==> src/design/cde_pkg.sv <==
`timescale 1ns / 1ps
// Shared types, codes and index helpers for the circular deque engine.
// No dependencies; imported by every module of the block.
package cde_pkg;

	localparam int DEPTH     = 16;
	localparam int IDX_W     = $clog2(DEPTH);
	localparam int CAP_W     = 5;
	localparam int DATA_W    = 32;
	localparam int CAP_BOUND = (DEPTH < 16) ? DEPTH : 16;
	localparam logic [CAP_W-1:0] CAP_RESET = CAP_W'(CAP_BOUND);

	typedef logic [IDX_W-1:0] idx_t;
	typedef logic [IDX_W:0]   cnt_t;

	localparam logic [2:0] OP_PUSH_FRONT = 3'd0;
	localparam logic [2:0] OP_PUSH_REAR  = 3'd1;
	localparam logic [2:0] OP_POP_FRONT  = 3'd2;
	localparam logic [2:0] OP_POP_REAR   = 3'd3;
	localparam logic [2:0] OP_DISPLAY    = 3'd4;

	localparam logic [1:0] ST_SHOWN   = 2'd0;
	localparam logic [1:0] ST_FULL    = 2'd1;
	localparam logic [1:0] ST_EMPTY   = 2'd2;
	localparam logic [1:0] ST_INVALID = 2'd3;

	typedef struct packed {
		logic exec;     // apply the accepted operation
		logic start;    // load cursor at front, read first slot
		logic advance;  // step cursor, read next slot
		logic show;     // element results on the output
	} cde_cmd_t;

	typedef struct packed {
		logic show_res; // operation ends in a walk of the contents
		logic at_rear;  // cursor sits on the rear slot
	} cde_sts_t;

	// Step forward modulo the live capacity.
	function automatic idx_t idx_next(input idx_t x, input cnt_t cap);
		cnt_t s;
		s = {1'b0, x} + cnt_t'(1);
		return (s == cap) ? '0 : s[IDX_W-1:0];
	endfunction

	// Step backward modulo the live capacity.
	function automatic idx_t idx_prev(input idx_t x, input cnt_t cap);
		cnt_t m;
		m = cap - cnt_t'(1);
		return (x == '0) ? m[IDX_W-1:0] : x - idx_t'(1);
	endfunction

endpackage

==> src/design/cde_ctrl.sv <==
`timescale 1ns / 1ps
// Sequencer of the circular deque engine: accept, decide, walk or report.
// Depends on cde_pkg.
module cde_ctrl import cde_pkg::*; (
	input  logic     clk,
	input  logic     arst_n,
	input  logic     in_valid,
	output logic     in_ready,
	output logic     out_valid,
	input  logic     out_ready,
	input  cde_sts_t sts,
	output cde_cmd_t cmd
);

	localparam logic [1:0] S_IDLE   = 2'd0;
	localparam logic [1:0] S_DECIDE = 2'd1;
	localparam logic [1:0] S_SHOW   = 2'd2;
	localparam logic [1:0] S_STAT   = 2'd3;

	logic [1:0] state_q;
	logic [1:0] state_d;

	always_comb begin
		state_d = state_q;
		case (state_q)
			S_IDLE: begin
				if (in_valid) state_d = S_DECIDE;
			end
			S_DECIDE: begin
				state_d = sts.show_res ? S_SHOW : S_STAT;
			end
			S_SHOW: begin
				if (out_ready && sts.at_rear) state_d = S_IDLE;
			end
			S_STAT: begin
				if (out_ready) state_d = S_IDLE;
			end
			default: begin
				state_d = S_IDLE;
			end
		endcase
	end

	always_ff @(posedge clk or negedge arst_n) begin
		if (!arst_n) begin
			state_q <= S_IDLE;
		end else begin
			state_q <= state_d;
		end
	end

	assign in_ready    = (state_q == S_IDLE);
	assign out_valid   = (state_q == S_SHOW) || (state_q == S_STAT);
	assign cmd.exec    = (state_q == S_IDLE) && in_valid;
	assign cmd.start   = (state_q == S_DECIDE) && sts.show_res;
	assign cmd.advance = (state_q == S_SHOW) && out_ready && !sts.at_rear;
	assign cmd.show    = (state_q == S_SHOW);

endmodule

==> src/design/cde_datapath.sv <==
`timescale 1ns / 1ps
// Datapath of the circular deque engine: slot store, end indices, capacity,
// display cursor and result fields. Depends on cde_pkg.
module cde_datapath import cde_pkg::*; (
	input  logic                     clk,
	input  logic                     arst_n,
	input  cde_cmd_t                 cmd,
	input  logic [2:0]               operation,
	input  logic signed [DATA_W-1:0] value,
	input  logic                     cfg_wr_en,
	input  logic [CAP_W-1:0]         cfg_wr_data,
	output cde_sts_t                 sts,
	output logic [1:0]               status,
	output logic signed [DATA_W-1:0] element,
	output logic                     last
);

	logic [DATA_W-1:0] mem [DEPTH];
	logic signed [DATA_W-1:0] rd_data_q;

	logic [CAP_W-1:0] cap_q;
	idx_t front_q, rear_q, cursor_q;
	logic empty_q;
	logic show_q;
	logic [1:0] code_q;

	logic [CAP_W-1:0] cap_clamp;
	cnt_t eff_cap;
	logic full;

	idx_t nx_front, nx_rear, wr_addr, rd_addr, cursor_nx;
	logic nx_empty, nx_show, wr_en;
	logic [1:0] nx_code;

	// Clamp capacity into 1 .. CAP_BOUND.
	always_comb begin
		if (cap_q == '0) begin
			cap_clamp = CAP_W'(1);
		end else if (cap_q > CAP_RESET) begin
			cap_clamp = CAP_RESET;
		end else begin
			cap_clamp = cap_q;
		end
	end
	assign eff_cap = cnt_t'(cap_clamp);
	assign full = !empty_q && (idx_next(rear_q, eff_cap) == front_q);

	always_comb begin
		nx_front = front_q;
		nx_rear  = rear_q;
		nx_empty = empty_q;
		nx_show  = 1'b1;
		nx_code  = ST_SHOWN;
		wr_en    = 1'b0;
		wr_addr  = front_q;
		case (operation)
			OP_PUSH_FRONT, OP_PUSH_REAR: begin
				if (full) begin
					nx_show = 1'b0;
					nx_code = ST_FULL;
				end else begin
					wr_en    = 1'b1;
					nx_empty = 1'b0;
					if (empty_q) begin
						nx_front = '0;
						nx_rear  = '0;
					end else if (operation == OP_PUSH_FRONT) begin
						nx_front = idx_prev(front_q, eff_cap);
					end else begin
						nx_rear = idx_next(rear_q, eff_cap);
					end
					wr_addr = (operation == OP_PUSH_FRONT) ? nx_front : nx_rear;
				end
			end
			OP_POP_FRONT, OP_POP_REAR: begin
				if (empty_q) begin
					nx_show = 1'b0;
					nx_code = ST_EMPTY;
				end else if (front_q == rear_q) begin
					// drop the only element
					nx_front = '0;
					nx_rear  = '0;
					nx_empty = 1'b1;
					nx_show  = 1'b0;
					nx_code  = ST_EMPTY;
				end else if (operation == OP_POP_FRONT) begin
					nx_front = idx_next(front_q, eff_cap);
				end else begin
					nx_rear = idx_prev(rear_q, eff_cap);
				end
			end
			OP_DISPLAY: begin
				if (empty_q) begin
					nx_show = 1'b0;
					nx_code = ST_EMPTY;
				end
			end
			default: begin
				nx_show = 1'b0;
				nx_code = ST_INVALID;
			end
		endcase
	end

	always_ff @(posedge clk or negedge arst_n) begin
		if (!arst_n) begin
			cap_q   <= CAP_RESET;
			front_q <= '0;
			rear_q  <= '0;
			empty_q <= 1'b1;
		end else if (cfg_wr_en) begin
			cap_q   <= cfg_wr_data;
			front_q <= '0;
			rear_q  <= '0;
			empty_q <= 1'b1;
		end else if (cmd.exec) begin
			front_q <= nx_front;
			rear_q  <= nx_rear;
			empty_q <= nx_empty;
		end
	end

	always_ff @(posedge clk) begin
		if (cmd.exec) begin
			show_q <= nx_show;
			code_q <= nx_code;
		end
	end

	// Display cursor and single read port.
	assign cursor_nx = idx_next(cursor_q, eff_cap);
	assign rd_addr   = cmd.start ? front_q : cursor_nx;

	always_ff @(posedge clk) begin
		if (cmd.exec && wr_en) begin
			mem[wr_addr] <= value;
		end
		if (cmd.start || cmd.advance) begin
			rd_data_q <= mem[rd_addr];
			cursor_q  <= rd_addr;
		end
	end

	assign sts.show_res = show_q;
	assign sts.at_rear  = (cursor_q == rear_q);

	assign status  = cmd.show ? ST_SHOWN : code_q;
	assign element = cmd.show ? rd_data_q : '0;
	assign last    = cmd.show ? sts.at_rear : 1'b1;

endmodule

==> src/design/circular_deque_engine.sv <==
`timescale 1ns / 1ps
// Circular deque engine: double-ended queue in a circular slot store.
// Depends on cde_pkg, cde_ctrl and cde_datapath.
//
// Usage:
//  - Input channel (in_valid/in_ready, operation, value): one transaction
//    is one operation: push front, push rear, pop front, pop rear, display.
//  - Output channel (out_valid/out_ready, status, element, last): a push
//    into a full deque, a pop from an empty deque or one that empties it,
//    a display of an empty deque and an unknown code each give a single
//    status transaction with last set. Every other operation walks the
//    contents front to rear, one element per transaction, last on rear.
//  - Timing: in_ready is high only while idle. A decide state follows the
//    input transaction; the first result is valid from the next cycle.
//    Further elements follow one per cycle while out_ready is high. The
//    walk is paced by the store's one registered read port.
//  - A stalled receiver simply holds the current result; the walk resumes
//    when out_ready returns.
//  - cfg_wr_en/cfg_wr_data write the capacity (0 acts as 1, values above
//    the store depth act as the depth) and empty the deque. Write only
//    while idle.
//  - Reset (arst_n low) empties the deque and sets capacity to 16. Slot
//    contents are not cleared; only written slots are ever shown.
module circular_deque_engine import cde_pkg::*; (
	input  logic                     clk,
	input  logic                     arst_n,
	input  logic                     in_valid,
	output logic                     in_ready,
	input  logic [2:0]               operation,
	input  logic signed [DATA_W-1:0] value,
	output logic                     out_valid,
	input  logic                     out_ready,
	output logic [1:0]               status,
	output logic signed [DATA_W-1:0] element,
	output logic                     last,
	input  logic                     cfg_wr_en,
	input  logic [CAP_W-1:0]         cfg_wr_data
);

	cde_cmd_t cmd;
	cde_sts_t sts;

	// Sequencer: owns both handshakes.
	cde_ctrl u_ctrl (
		.clk       (clk),
		.arst_n    (arst_n),
		.in_valid  (in_valid),
		.in_ready  (in_ready),
		.out_valid (out_valid),
		.out_ready (out_ready),
		.sts       (sts),
		.cmd       (cmd)
	);

	// Store, indices, capacity and result fields.
	cde_datapath u_dp (
		.clk         (clk),
		.arst_n      (arst_n),
		.cmd         (cmd),
		.operation   (operation),
		.value       (value),
		.cfg_wr_en   (cfg_wr_en),
		.cfg_wr_data (cfg_wr_data),
		.sts         (sts),
		.status      (status),
		.element     (element),
		.last        (last)
	);

	// Never take an item while a result is on offer.
	a_no_overlap: assert property (@(posedge clk) disable iff (!arst_n)
		!(in_ready && out_valid))
		else $error("input ready while a result is pending");

	// An accepted item is decided before any result appears.
	a_decide_gap: assert property (@(posedge clk) disable iff (!arst_n)
		in_valid && in_ready |=> !out_valid)
		else $error("result valid right after acceptance");

	// Delivering the final result returns the block to idle.
	a_last_idle: assert property (@(posedge clk) disable iff (!arst_n)
		out_valid && out_ready && last |=> in_ready)
		else $error("not idle after final result");

	// Status reports are always single, final results.
	a_status_last: assert property (@(posedge clk) disable iff (!arst_n)
		out_valid && (status != ST_SHOWN) |-> last)
		else $error("status result without last");

endmodule
==> config.mk <==
export PLATFORM = sky130hd
export DESIGN_NAME = circular_deque_engine
export DESIGN_NICKNAME = d
export VERILOG_FILES = /design/src/design/cde_pkg.sv /design/src/design/cde_ctrl.sv /design/src/design/cde_datapath.sv /design/src/design/circular_deque_engine.sv
export SDC_FILE = /design/constraint.sdc
export NUM_CORES = 1
export LEC_CHECK = 0
export BUFFER_PORTS_ARGS = -buffer_cell sky130_fd_sc_hd__clkbuf_2
export CORE_ASPECT_RATIO = 0.7
export CORE_UTILIZATION = 44
export DETAILED_ROUTE_END_ITERATION = 12
export PLACE_DENSITY = 0.6
export SYNTH_ARGS = -nofsm -noshare
export SYNTH_HDL_FRONTEND = slang
export SYNTH_SLANG_ARGS = --single-unit
==> constraint.sdc <==
create_clock -name clk -period 6.3 [get_ports clk]
set_input_delay 1.26 -clock clk [delete_from_list [all_inputs] [get_ports clk]]
set_output_delay 1.26 -clock clk [all_outputs]
set_load 0.1 [all_outputs]
==> metrics.md, run 1 <==
| Metric | Value |
|---|---|
| Final min period | `4.61 ns` |
| Sw frac | `38.1%` |
| Int Pwr | `0.00758 W` |
| Clock Power Share | `25.6%` |
| Multi-input logic area | `5790 um2` |
| Yosys top cell by area | `edfxtp_1` |
| CTS Buffer Depth | `3` |
| Post-cts sizing count | `0` |
| CP endpoint kind | `register` |
| Register clock-pin slew on the reported worst setup and hold paths | `0.07 ns` |
| CTS H-tree depth | `2` |
| Comb pwr share | `37.3%` |
| Fraction of layout cells with a size suffix above 1 | `14.6%` |
| Avg Cell Area, Syn | `16.7 um2` |
| Post-synth ARST share | `2.82%` |
| First-pass GRT wire length | `77000 um` |
| Routed WL per cell | `23.8 um` |
| Vias | `12400` |
| Hold path startpoint | `u_ctrl.state_q[1]$_DFFE_PN0P_` |
| Pwr dens | `472 nW/um2` |
| # nets final | `1507` |
| Total I/O pin count | `82` |
| Worst skew pair latency | `0.59 ns` |
| Core Region | `51200 um2` |
| P_sw | `0.00467 W` |
| Worst Max-Slew Pin Slew | `1.16 ns` |
| Max-Cap Viols | `0` |
| Top FF cell, synth | `edfxtp_1` |
| Core Rows | `69` |
| Syn Nets | `1429` |
| Status | `finished, final reports clean` |
| Req. time, crit path | `6.49 ns` |
| Vias in the first global route | `12100` |
| Unique masters post-synth | `74` |
| Most frequent cells in the layout | `edfxtp_1 (551), mux2i_1 (259), o22ai_1 (130), clkbuf_2 (81), clkbuf_16 (55)` |
| All-Layer GR Usage | `19.3%` |
| Slew Viols, Final | `0` |
| Max Clk Rate | `217 MHz` |
| Gpl congestion | `0.845` |
| Post-synth top area share | `71.9%` |
| Post-Route WL | `51700 um` |
| Num Clock Sinks | `567` |
| Synth Warn # | `0` |
| DR iter-0 viols | `1005` |
| Post-DP HPWL | `29100 um` |
| Mapped Area | `23000 um2` |
| Crit path kind | `register to register` |
| Setup Skew | `0.0196 ns` |
| Crit path DAT | `4.80 ns` |
| Pre-antenna DRT Iters | `5` |
| Commonest non-fill, non-tap cell in the layout | `edfxtp_1` |
| CTS tree | `built` |
| Number of synthesized flops with an enable pin | `551` |
| Die area | `53300 um2` |
| Setup TNS | `0 ns` |
| P&R area growth vs syn | `12.8%` |
| Leak | `9.20 nW` |
| Root buf cell | `clkbuf_16` |
| Seq/Total Area, Yosys | `73.6%` |
| Initial antenna violation count | `2` |
| Final setup margin | `1.69 ns` |
| PortBufs | `81` |
| HP Class | `register to register` |
| Reg area | `16900 um2` |
| RSZ-0062 raised after global routing | `false` |
| Die Y | `193 um` |
| Reg-to-Reg Start | `u_dp.rear_q[0]$_DFFE_PN0P_` |
| Worst vdd ir | `0.446 mV` |
| Crit path from | `u_dp.rear_q[0]$_DFFE_PN0P_` |
| Fillers | `4222` |
| Period utilization | `73.2%` |
| Fin util | `50.7%` |
| Placement Setup Slack | `1.74 ns` |
| Total gr overflow | `0` |
| Sequential power share | `37.1%` |
| Crit-path max FO | `32` |
| Synth Instances | `1379` |
| Final hold vios | `0` |
| Final Setup Violations | `0` |
| Ranking of synthesized cells by area | `edfxtp_1 (72%), mux2i_1 (11%), o22ai_1 (3.6%), dfrtp_1 (1.5%), or4_1 (1.1%)` |
| Avg Vias per Cell | `5.71` |
| Largest net degree at the start of global routing | `56` |
| # DRC | `0` |
| DRT antenna net count | `0` |
| Critical Path Start Type | `register` |
| Initial Utilization | `45.0%` |
| N_diodes | `0` |
| Post-CTS Setup Repair Bufs | `0` |
| #FFs+latches synth | `567` |
| Total CTS buffers | `54` |
| Die W | `275 um` |
| Relative max-transition margin | `22.7%` |
| Hold Buf Count CTS | `0` |
-- registers in the layout (all words and copies together) (netlist names) --
signal / flops
u_dp.cursor_q: 4
u_dp.rear_q: 4
u_dp.show_q: 1
u_dp.mem: 512
u_dp.code_q: 2
u_dp.cap_q: 5
u_dp.front_q: 4
u_dp.rd_data_q: 32
u_dp.empty_q: 1
u_ctrl.state_q: 2
-- cells by family after synthesis --
kind of cell | count (synthesis) | share of synthesized area, %
xor gates and xnor gates | 26 | 1.27
AOI/OAI and AO/OA | 216 | 6.25
buffers and inverters | 98 | 1.94
DFF | 567 | 73.6
adders and majority gates | 5 | 0.272
muxes | 263 | 11.5
and+or+nand+nor | 204 | 5.19
-- worst paths after layout --
kind,endpoint,slack (ns),depth (start not counted)
min in group asynchronous,u_dp.rear_q[0]$_DFFE_PN0P_,0.62,1
max in group asynchronous,u_dp.cap_q[4]$_DFFE_PN1P_,5.32,1
max,u_dp.mem[11][26]$_DFFE_PP_,1.69,10
min reg2reg,u_ctrl.state_q[0]$_DFFE_PN0P_,0.61,1
min,u_ctrl.state_q[0]$_DFFE_PN0P_,0.61,1
max reg2reg,u_dp.mem[11][26]$_DFFE_PP_,1.69,10
-- layout make-up --
class                           count  share of cell area (%)
Sequential cell                   567                    65.3
Multi-Input combinational cell    714                    22.3
Clock buffer                       63                    5.42
Tap cell                          674                    3.25
Timing Repair Buffer              104                    2.42
Clock inverter                     31                    1.12
Inverter                           16                   0.231
-- power by group through the flow --
| stage | sequential, W | clock, W | combinational, W |
|---|---|---|---|
| finish | 0.00455 | 0.00313 | 0.00457 |
| detailed placement | 0.00462 | 0 | 0.00463 |
| CTS | 0.00455 | 0.00320 | 0.00464 |
| global route | 0.00456 | 0.00334 | 0.00485 |
| floorplan | 0.00457 | 0 | 0.00350 |
| global placement | 0.00463 | 0 | 0.00459 |
-- critical path: stages, from the launching register on --
cell and delay [ns]:
dfrtp_1 0.64, inv_1 0.14, ha_1 0.45, xor2_1 0.22
nor3_1 0.08, o211ai_2 0.27, nor2_1 0.15, or3_1 0.41
a21o_1 0.28, or4b_4 0.62, nor2_4 0.91
-- per-stage QoR --
stage | hold WS (ns) | total power, W | instance area, um2 | instances
after floorplan | 0.541 | 0.00807 | 23000 | 1379
after global placement | 0.594 | 0.00922 | 24300 | 2075
after detailed placement | 0.598 | 0.00925 | 24300 | 2075
after CTS | 0.614 | 0.0124 | 26000 | 2169
after global routing | 0.640 | 0.0128 | 26000 | 2169
final | 0.606 | 0.0122 | 26000 | 2169
-- synth_stat cells, drive strengths merged, types with 3 or more instances --
cell     number
or3           5
nor3b         5
nand4b        3
xor2         12
nand2        32
a31oi         6
a21oi        17
o21ai        16
nand3         5
mux2          4
inv          16
edfxtp      551
o211ai        6
nor2         25
ha            5
o21a          3
or2           4
xnor3         3
clkbuf       35
and3          4
nand3b        3
nand2b        4
a21o          5
mux2i       259
o22ai       131
and3b         3
nor2b        10
xnor2        10
or4          33
a2111oi       4
buf          47
nor3         21
and2         37
dfrtp        14
-- routing by layer --
metal	part of all wire (%)	track usage, %
met5	0	0
met4	1.9	4.46
met3	5.9	3.91
met2	43	27.5
met1	50	30.3
Note: power is estimated with default switching activity, not from simulation.
==> inputs of run 2 (changes only) <==
==> constraint.sdc (replaced) <==
create_clock -name clk -period 4.81 [get_ports clk]
set_input_delay 0.962 -clock clk [delete_from_list [all_inputs] [get_ports clk]]
set_output_delay 0.962 -clock clk [all_outputs]
set_load 0.1 [all_outputs]
==> metrics.md, run 2 (synthesized netlist as in run 1, its figures left out) <==
| Metric | Value |
|---|---|
| Status | `finished, final reports clean` |
| # nets final | `1532` |
| Clock Power Share | `25.3%` |
| HP Class | `input pin to async pin` |
| Non-Filler Instances | `2199` |
| Pre-antenna DRT Iters | `5` |
| Max reg flops | `512` |
| Fillers | `4139` |
| Final Setup Violations | `0` |
| CTS H-tree depth | `2` |
| Critical-path cell list | `inv_1 > ha_1 > xor2_1 > nor3_1 > o211ai_2 > nor2_1 > or3_1 > a21o_1 > or4b_4 > nor2_4 > buf_4` |
| Fraction of layout cells with a size suffix above 1 | `16.7%` |
| DR iter-0 viols | `951` |
| Worst Max-Slew Pin Slew | `0.865 ns` |
| Num Clock Sinks | `567` |
| Register clock-pin slew on the reported worst setup and hold paths | `0.06 ns` |
| Total gr overflow | `0` |
| Core Rows | `69` |
| Sequential power share | `36.8%` |
| Crit path kind | `register to register` |
| CP Buf/Inv Count | `2` |
| Initial Utilization | `45.0%` |
| Largest delay share family, worst path | `simple AND/OR/NAND/NOR gates` |
| Routed WL per cell | `23.7 um` |
| Die W | `275 um` |
| First-pass GRT wire length | `77400 um` |
| P&R area growth vs syn | `14.3%` |
| P_sw | `0.00620 W` |
| CTS Buffer Depth | `3` |
| Most frequent cells in the layout | `edfxtp_1 (551), mux2i_1 (259), o22ai_1 (130), clkbuf_2 (81), clkbuf_16 (54)` |
| Pwr dens | `614 nW/um2` |
| Comb pwr share | `37.9%` |
| Max Clk Rate | `250 MHz` |
| Period utilization | `83.3%` |
| Final min period | `4.01 ns` |
| Post-cts sizing count | `0` |
| Final hold vios | `0` |
| Relative max-transition margin | `40.8%` |
| Vias in the first global route | `12100` |
| Req. time, crit path | `5.05 ns` |
| Hold Buf Count CTS | `0` |
| Worst path max stage delay | `0.64 ns` |
| Worst vdd ir | `0.740 mV` |
| Vias | `12500` |
| PortBufs | `81` |
| Int Pwr | `0.00995 W` |
| Gpl congestion | `0.821` |
| Die Y | `193 um` |
| Worst skew pair latency | `0.59 ns` |
| RSZ-0062 raised after global routing | `false` |
| Final Total Pwr | `0.0162 W` |
| Top Registers | `u_dp.mem x512, u_dp.rd_data_q x32, u_dp.cap_q x5` |
| Initial antenna violation count | `1` |
| Post-CTS Setup Repair Bufs | `0` |
| Avg Vias per Cell | `5.70` |
| # DRC | `0` |
| Die area | `53300 um2` |
| Reg with most FFs | `u_dp.mem` |
| Largest net degree at the start of global routing | `47` |
| Worst-path cell with the longest stage delay | `or4b_4` |
| CP endpoint kind | `register` |
| Sw frac | `38.4%` |
| Max-Cap Viols | `0` |
| Total I/O pin count | `82` |
| DRT antenna net count | `0` |
| Crit path DAT | `4.25 ns` |
| Placed cells | `2100` |
| Worst Hold Slack | `0.326 ns` |
| Crit-path max FO | `21` |
| Post-Route WL | `52200 um` |
| Leak | `9.42 nW` |
| Root buf cell | `clkbuf_16` |
| Core Region | `51200 um2` |
| Commonest non-fill, non-tap cell in the layout | `edfxtp_1` |
| Setup Skew | `0.0156 ns` |
| Slew Viols, Final | `0` |
| Setup TNS | `0 ns` |
| CTS tree | `built` |
| Critical Path Start Type | `register` |
| Post-DP HPWL | `30200 um` |
| Total CTS buffers | `54` |
| All-Layer GR Usage | `19.5%` |
[run 2: changes by cell type in the layout (fill, tap and decap cells not counted), sizes merged]
cell,delta
buf,+25
clkbuf,+4
inv,+2
bufinv,-1
clkinvlp,+2
clkinv,-3
diode,+1
[run 2: power by group through the flow]
stage / Clock (W) / Sequential, W / Combinational, W
final: 0.00409 / 0.00594 / 0.00612
after global routing: 0.00437 / 0.00596 / 0.00647
after CTS: 0.00418 / 0.00594 / 0.00621
after detailed placement: 0 / 0.00605 / 0.00620
after global placement: 0 / 0.00605 / 0.00615
after floorplan: 0 / 0.00599 / 0.00460
[run 2: through the flow]
step | area, um2 | util [%] | worst slack [ns]
final | 26300 | 51.4 | 0.803
after global routing | 26300 | 51.4 | 0.590
after CTS | 26300 | 51.4 | 0.802
after detailed placement | 24600 | 48.1 | 0.830
after global placement | 24600 | 48.1 | 0.939
after floorplan | 23100 | - | -0.733
[run 2: routing by layer]
metal / up-vias / GRT usage (%) / wire length (um)
met4: 0 / 4.34 / 947
met5: - / 0 / 0
met1: 6439 / 30.4 / 25800
met3: 71 / 3.10 / 2450
met2: 312 / 28.7 / 23000
li1: 5719 / - / -
[run 2: final timing paths]
path,from,to,slack (ns),depth (start not counted)
worst max register to register,u_dp.rear_q[1]$_DFFE_PN0P_,u_dp.mem[3][18]$_DFFE_PP_,0.80,11
worst min-delay path,arst_n,u_dp.front_q[2]$_DFFE_PN0P_,0.33,1
min in group clk,out_ready,u_ctrl.state_q[0]$_DFFE_PN0P_,0.59,2
max in group asynchronous,arst_n,u_dp.empty_q$_DFFE_PN1P_,4.13,1
worst min register to register,u_ctrl.state_q[1]$_DFFE_PN0P_,u_ctrl.state_q[0]$_DFFE_PN0P_,0.61,1
worst max-delay path,u_dp.rear_q[1]$_DFFE_PN0P_,u_dp.mem[3][18]$_DFFE_PP_,0.80,11
[run 2: layout make-up]
cell class | instances | area, um2 | share of cell area [%]
Clock inverter | 31 | 288 | 1.09
Multi-Input combinational cell | 714 | 5850 | 22.2
Sequential cell | 567 | 16900 | 64.4
Clock buffer | 67 | 1400 | 5.32
Antenna cell | 1 | 2.50 | 0.00951
Tap cell | 674 | 843 | 3.20
Inverter | 16 | 60.1 | 0.228
Timing Repair Buffer | 129 | 928 | 3.53
[run 2: worst reg2reg max path: cells and delay by family, from the launching register on]
family / cells / cell delay (ns)
AND/OR/NAND/NOR: 5 / 1.41
AO/OA/AOI/OAI: 2 / 0.63
flip-flops: 1 / 0.50
buffers and inverters: 2 / 0.47
adder cells (fa/ha/maj): 1 / 0.42
XOR/XNOR: 1 / 0.22
==> inputs of run 3 (changes only) <==
--- a/config.mk
+++ b/config.mk
@@ -5,11 +5,12 @@
 export SDC_FILE = /design/constraint.sdc
 export NUM_CORES = 1
 export LEC_CHECK = 0
+export ABC_AREA = 1
 export BUFFER_PORTS_ARGS = -buffer_cell sky130_fd_sc_hd__clkbuf_2
 export CORE_ASPECT_RATIO = 0.7
 export CORE_UTILIZATION = 44
 export DETAILED_ROUTE_END_ITERATION = 12
-export PLACE_DENSITY = 0.6
+export PLACE_DENSITY = 0.62
 export SYNTH_ARGS = -nofsm -noshare
 export SYNTH_HDL_FRONTEND = slang
 export SYNTH_SLANG_ARGS = --single-unit
==> constraint.sdc (replaced) <==
create_clock -name clk -period 3.53 [get_ports clk]
set_input_delay 0.706 -clock clk [delete_from_list [all_inputs] [get_ports clk]]
set_output_delay 0.706 -clock clk [all_outputs]
set_load 0.1 [all_outputs]
==> metrics.md, run 3 <==
| Metric | Value |
|---|---|
| CP endpoint kind | `register` |
| Count leader, synth | `edfxtp_1` |
| Synth Instances | `2438` |
| Syn Nets | `2488` |
| Sequential power share | `29.9%` |
| P_sw | `0.0127 W` |
| Post-synth top area share | `64.6%` |
| CTS tree | `built` |
| Status | `finished, final reports clean` |
| PortBufs | `81` |
| RSZ-0062 raised after global routing | `true` |
| Setup Skew | `0.0393 ns` |
| P&R area growth vs syn | `14.5%` |
| Vias | `17800` |
| Core Rows | `73` |
| Crit path kind | `register to register` |
| #FFs+latches synth | `567` |
| Number of synthesized flops with an enable pin | `551` |
| Max Clk Rate | `301 MHz` |
| Initial Utilization | `44.8%` |
| Die W | `290 um` |
| Fraction of layout cells with a size suffix above 1 | `10.9%` |
| Placed cell areas | `27600 um2` |
| Commonest non-fill, non-tap cell in the layout | `edfxtp_1` |
| Leak | `11.9 nW` |
| Worst Max-Slew Pin Slew | `0.861 ns` |
| DRT antenna net count | `0` |
| Comb pwr share | `49.8%` |
| Core Region | `57200 um2` |
| CTS H-tree depth | `2` |
| Initial antenna violation count | `0` |
| Worst vdd ir | `0.931 mV` |
| First-pass GRT wire length | `103000 um` |
| Reg with most FFs | `u_dp.mem` |
| FF-to-FF setup slack | `0.21 ns` |
| Placed cells | `3197` |
| Period utilization | `94.0%` |
| Register clock-pin slew on the reported worst setup and hold paths | `0.06 ns` |
| Total CTS buffers | `55` |
| Total I/O pin count | `82` |
| Non-Filler Instances | `3300` |
| Max reg flops | `512` |
| Total gr overflow | `0` |
| Max-Cap Viols | `0` |
| Gpl congestion | `0.915` |
| Final hold vios | `0` |
| Routed WL per cell | `20.3 um` |
| Clock Power Share | `20.4%` |
| Pre-antenna DRT Iters | `5` |
| # DRC | `0` |
| Crit path DAT | `3.62 ns` |
| Seq/Total Area, Yosys | `66.1%` |
| Relative max-transition margin | `42.6%` |
| Mapped Area | `25600 um2` |
| HP Class | `input pin to async pin` |
| Ranking of synthesized cells by area | `edfxtp_1 (65%), nand3_1 (11%), nand2_1 (7.5%), inv_1 (5.0%), nand3b_1 (3.9%)` |
| Largest net degree at the start of global routing | `102` |
| Top Registers | `u_dp.mem x512, u_dp.rd_data_q x32, u_dp.cap_q x5` |
| CTS Buffer Depth | `3` |
| DR iter-0 viols | `1486` |
| Unique masters post-synth | `39` |
| Yosys top cell by area | `edfxtp_1` |
| Post-route cell area | `29300 um2` |
| # nets final | `2554` |
| Pwr dens | `938 nW/um2` |
| Avg Cell Area, Syn | `10.5 um2` |
| Die area | `59200 um2` |
| Worst skew pair latency | `0.63 ns` |
| Most frequent cells in the layout | `edfxtp_1 (551), nand3_1 (542), nand2_1 (514), inv_1 (340), nand3b_1 (133)` |
| Final min period | `3.32 ns` |
| Slew Viols, Final | `0` |
| Post-Route WL | `67100 um` |
| All-Layer GR Usage | `22.8%` |
| Req. time, crit path | `3.83 ns` |
| Synth top cells by count | `edfxtp_1 (551), nand3_1 (542), nand2_1 (515)` |
| N_diodes | `0` |
| Synth Warn # | `0` |
| Int Pwr | `0.0148 W` |
| Die Y | `204 um` |
| Post-CTS Setup Repair Bufs | `0` |
| Avg Vias per Cell | `5.39` |
| Root buf cell | `clkbuf_16` |
| Top FF cell, synth | `edfxtp_1` |
| Crit-path max FO | `16` |
| Post-DP HPWL | `41700 um` |
| Critical Path Start Type | `register` |
| Sw frac | `46.3%` |
| Vias in the first global route | `17200` |
| Num Clock Sinks | `567` |
| Post-synth ARST share | `2.82%` |
| Final Setup Violations | `0` |
run 3: what timing repair did:
item,4_1_cts,5_1_grt
hold buffers,0,0
endpoints found under the setup margin,0,512
resized for setup,0,2
run 3: through the flow:
step | hold WS (ns) | util (%) | TNS (ns) | total power (W) | worst slack (ns)
floorplan | 0.410 | - | -0.313 | 0.0176 | -0.00245
global placement | 0.555 | 48.3 | 0 | 0.0220 | 0.193
detailed placement | 0.564 | 48.3 | 0 | 0.0221 | 0.180
CTS | 0.0203 | 51.3 | 0 | 0.0277 | 0.155
global route | 0.0602 | 51.3 | -2.97 | 0.0291 | -0.0396
finish | 0.0462 | 51.3 | 0 | 0.0275 | 0.211
run 3: critical path: stages (launching register included):
cell	delay (ns)
dfrtp_2	0.44
inv_1	0.12
ha_1	0.38
xnor2_1	0.16
nor2_1	0.18
nand4_4	0.15
nand2_1	0.10
nand3_1	0.09
nor2_2	0.18
nand2_4	0.11
nand2_2	0.18
nand2_1	0.07
o21ai_1	0.11
nand2_1	0.26
nor2_4	0.28
buf_12	0.19
run 3: layer usage:
metal	share of wire (%)	routed length, um	GRT usage [%]
met5	0	0	0
met4	2.3	1540	6.63
met3	5.8	3870	2.86
met2	46	31200	37.1
met1	45	30500	32.4
run 3: final cells by class:
type,instances,area (um2)
Fill cell,5049,27800
Sequential cell,567,17000
Multi-Input combinational cell,1380,6930
Timing Repair Buffer,155,1520
Clock buffer,67,1420
Inverter,345,1300
Tap cell,750,938
Clock inverter,36,275
run 3: path summary, 6_finish.rpt:
check / start / cells past startpoint / end
worst max-delay path: u_dp.rear_q[0]$_DFFE_PN0P_ / 15 / u_dp.mem[0][0]$_DFFE_PP_
worst min-delay path: arst_n / 1 / u_ctrl.state_q[1]$_DFFE_PN0P_
worst max register to register: u_dp.rear_q[0]$_DFFE_PN0P_ / 15 / u_dp.mem[0][0]$_DFFE_PP_
worst min register to register: u_dp.empty_q$_DFFE_PN1P_ / 2 / u_dp.empty_q$_DFFE_PN1P_
max in group asynchronous: arst_n / 1 / u_dp.empty_q$_DFFE_PN1P_
min in group clk: cfg_wr_data[3] / 3 / u_dp.cap_q[3]$_DFFE_PN0P_
run 3: cell families (layout without fill, tap and decap cells):
kind of cell,Yosys count,in the layout,synth area share (%)
AOI/OAI and AO/OA,57,57,1.26
xor gates and xnor gates,23,23,0.786
adders and majority gates,5,5,0.244
buffers and inverters,491,603,7.66
DFF,567,567,66.1
and+or+nand+nor,1295,1295,23.9
run 3: power by group through the flow:
stage / Combinational, W / Clock [W] / Sequential, W
6_report: 0.0137 / 0.00560 / 0.00822
5_1_grt: 0.0149 / 0.00598 / 0.00824
4_1_cts: 0.0138 / 0.00570 / 0.00821
3_5_place_dp: 0.0138 / 0 / 0.00835
3_3_place_gp: 0.0137 / 0 / 0.00835
2_1_floorplan: 0.00934 / 0 / 0.00825
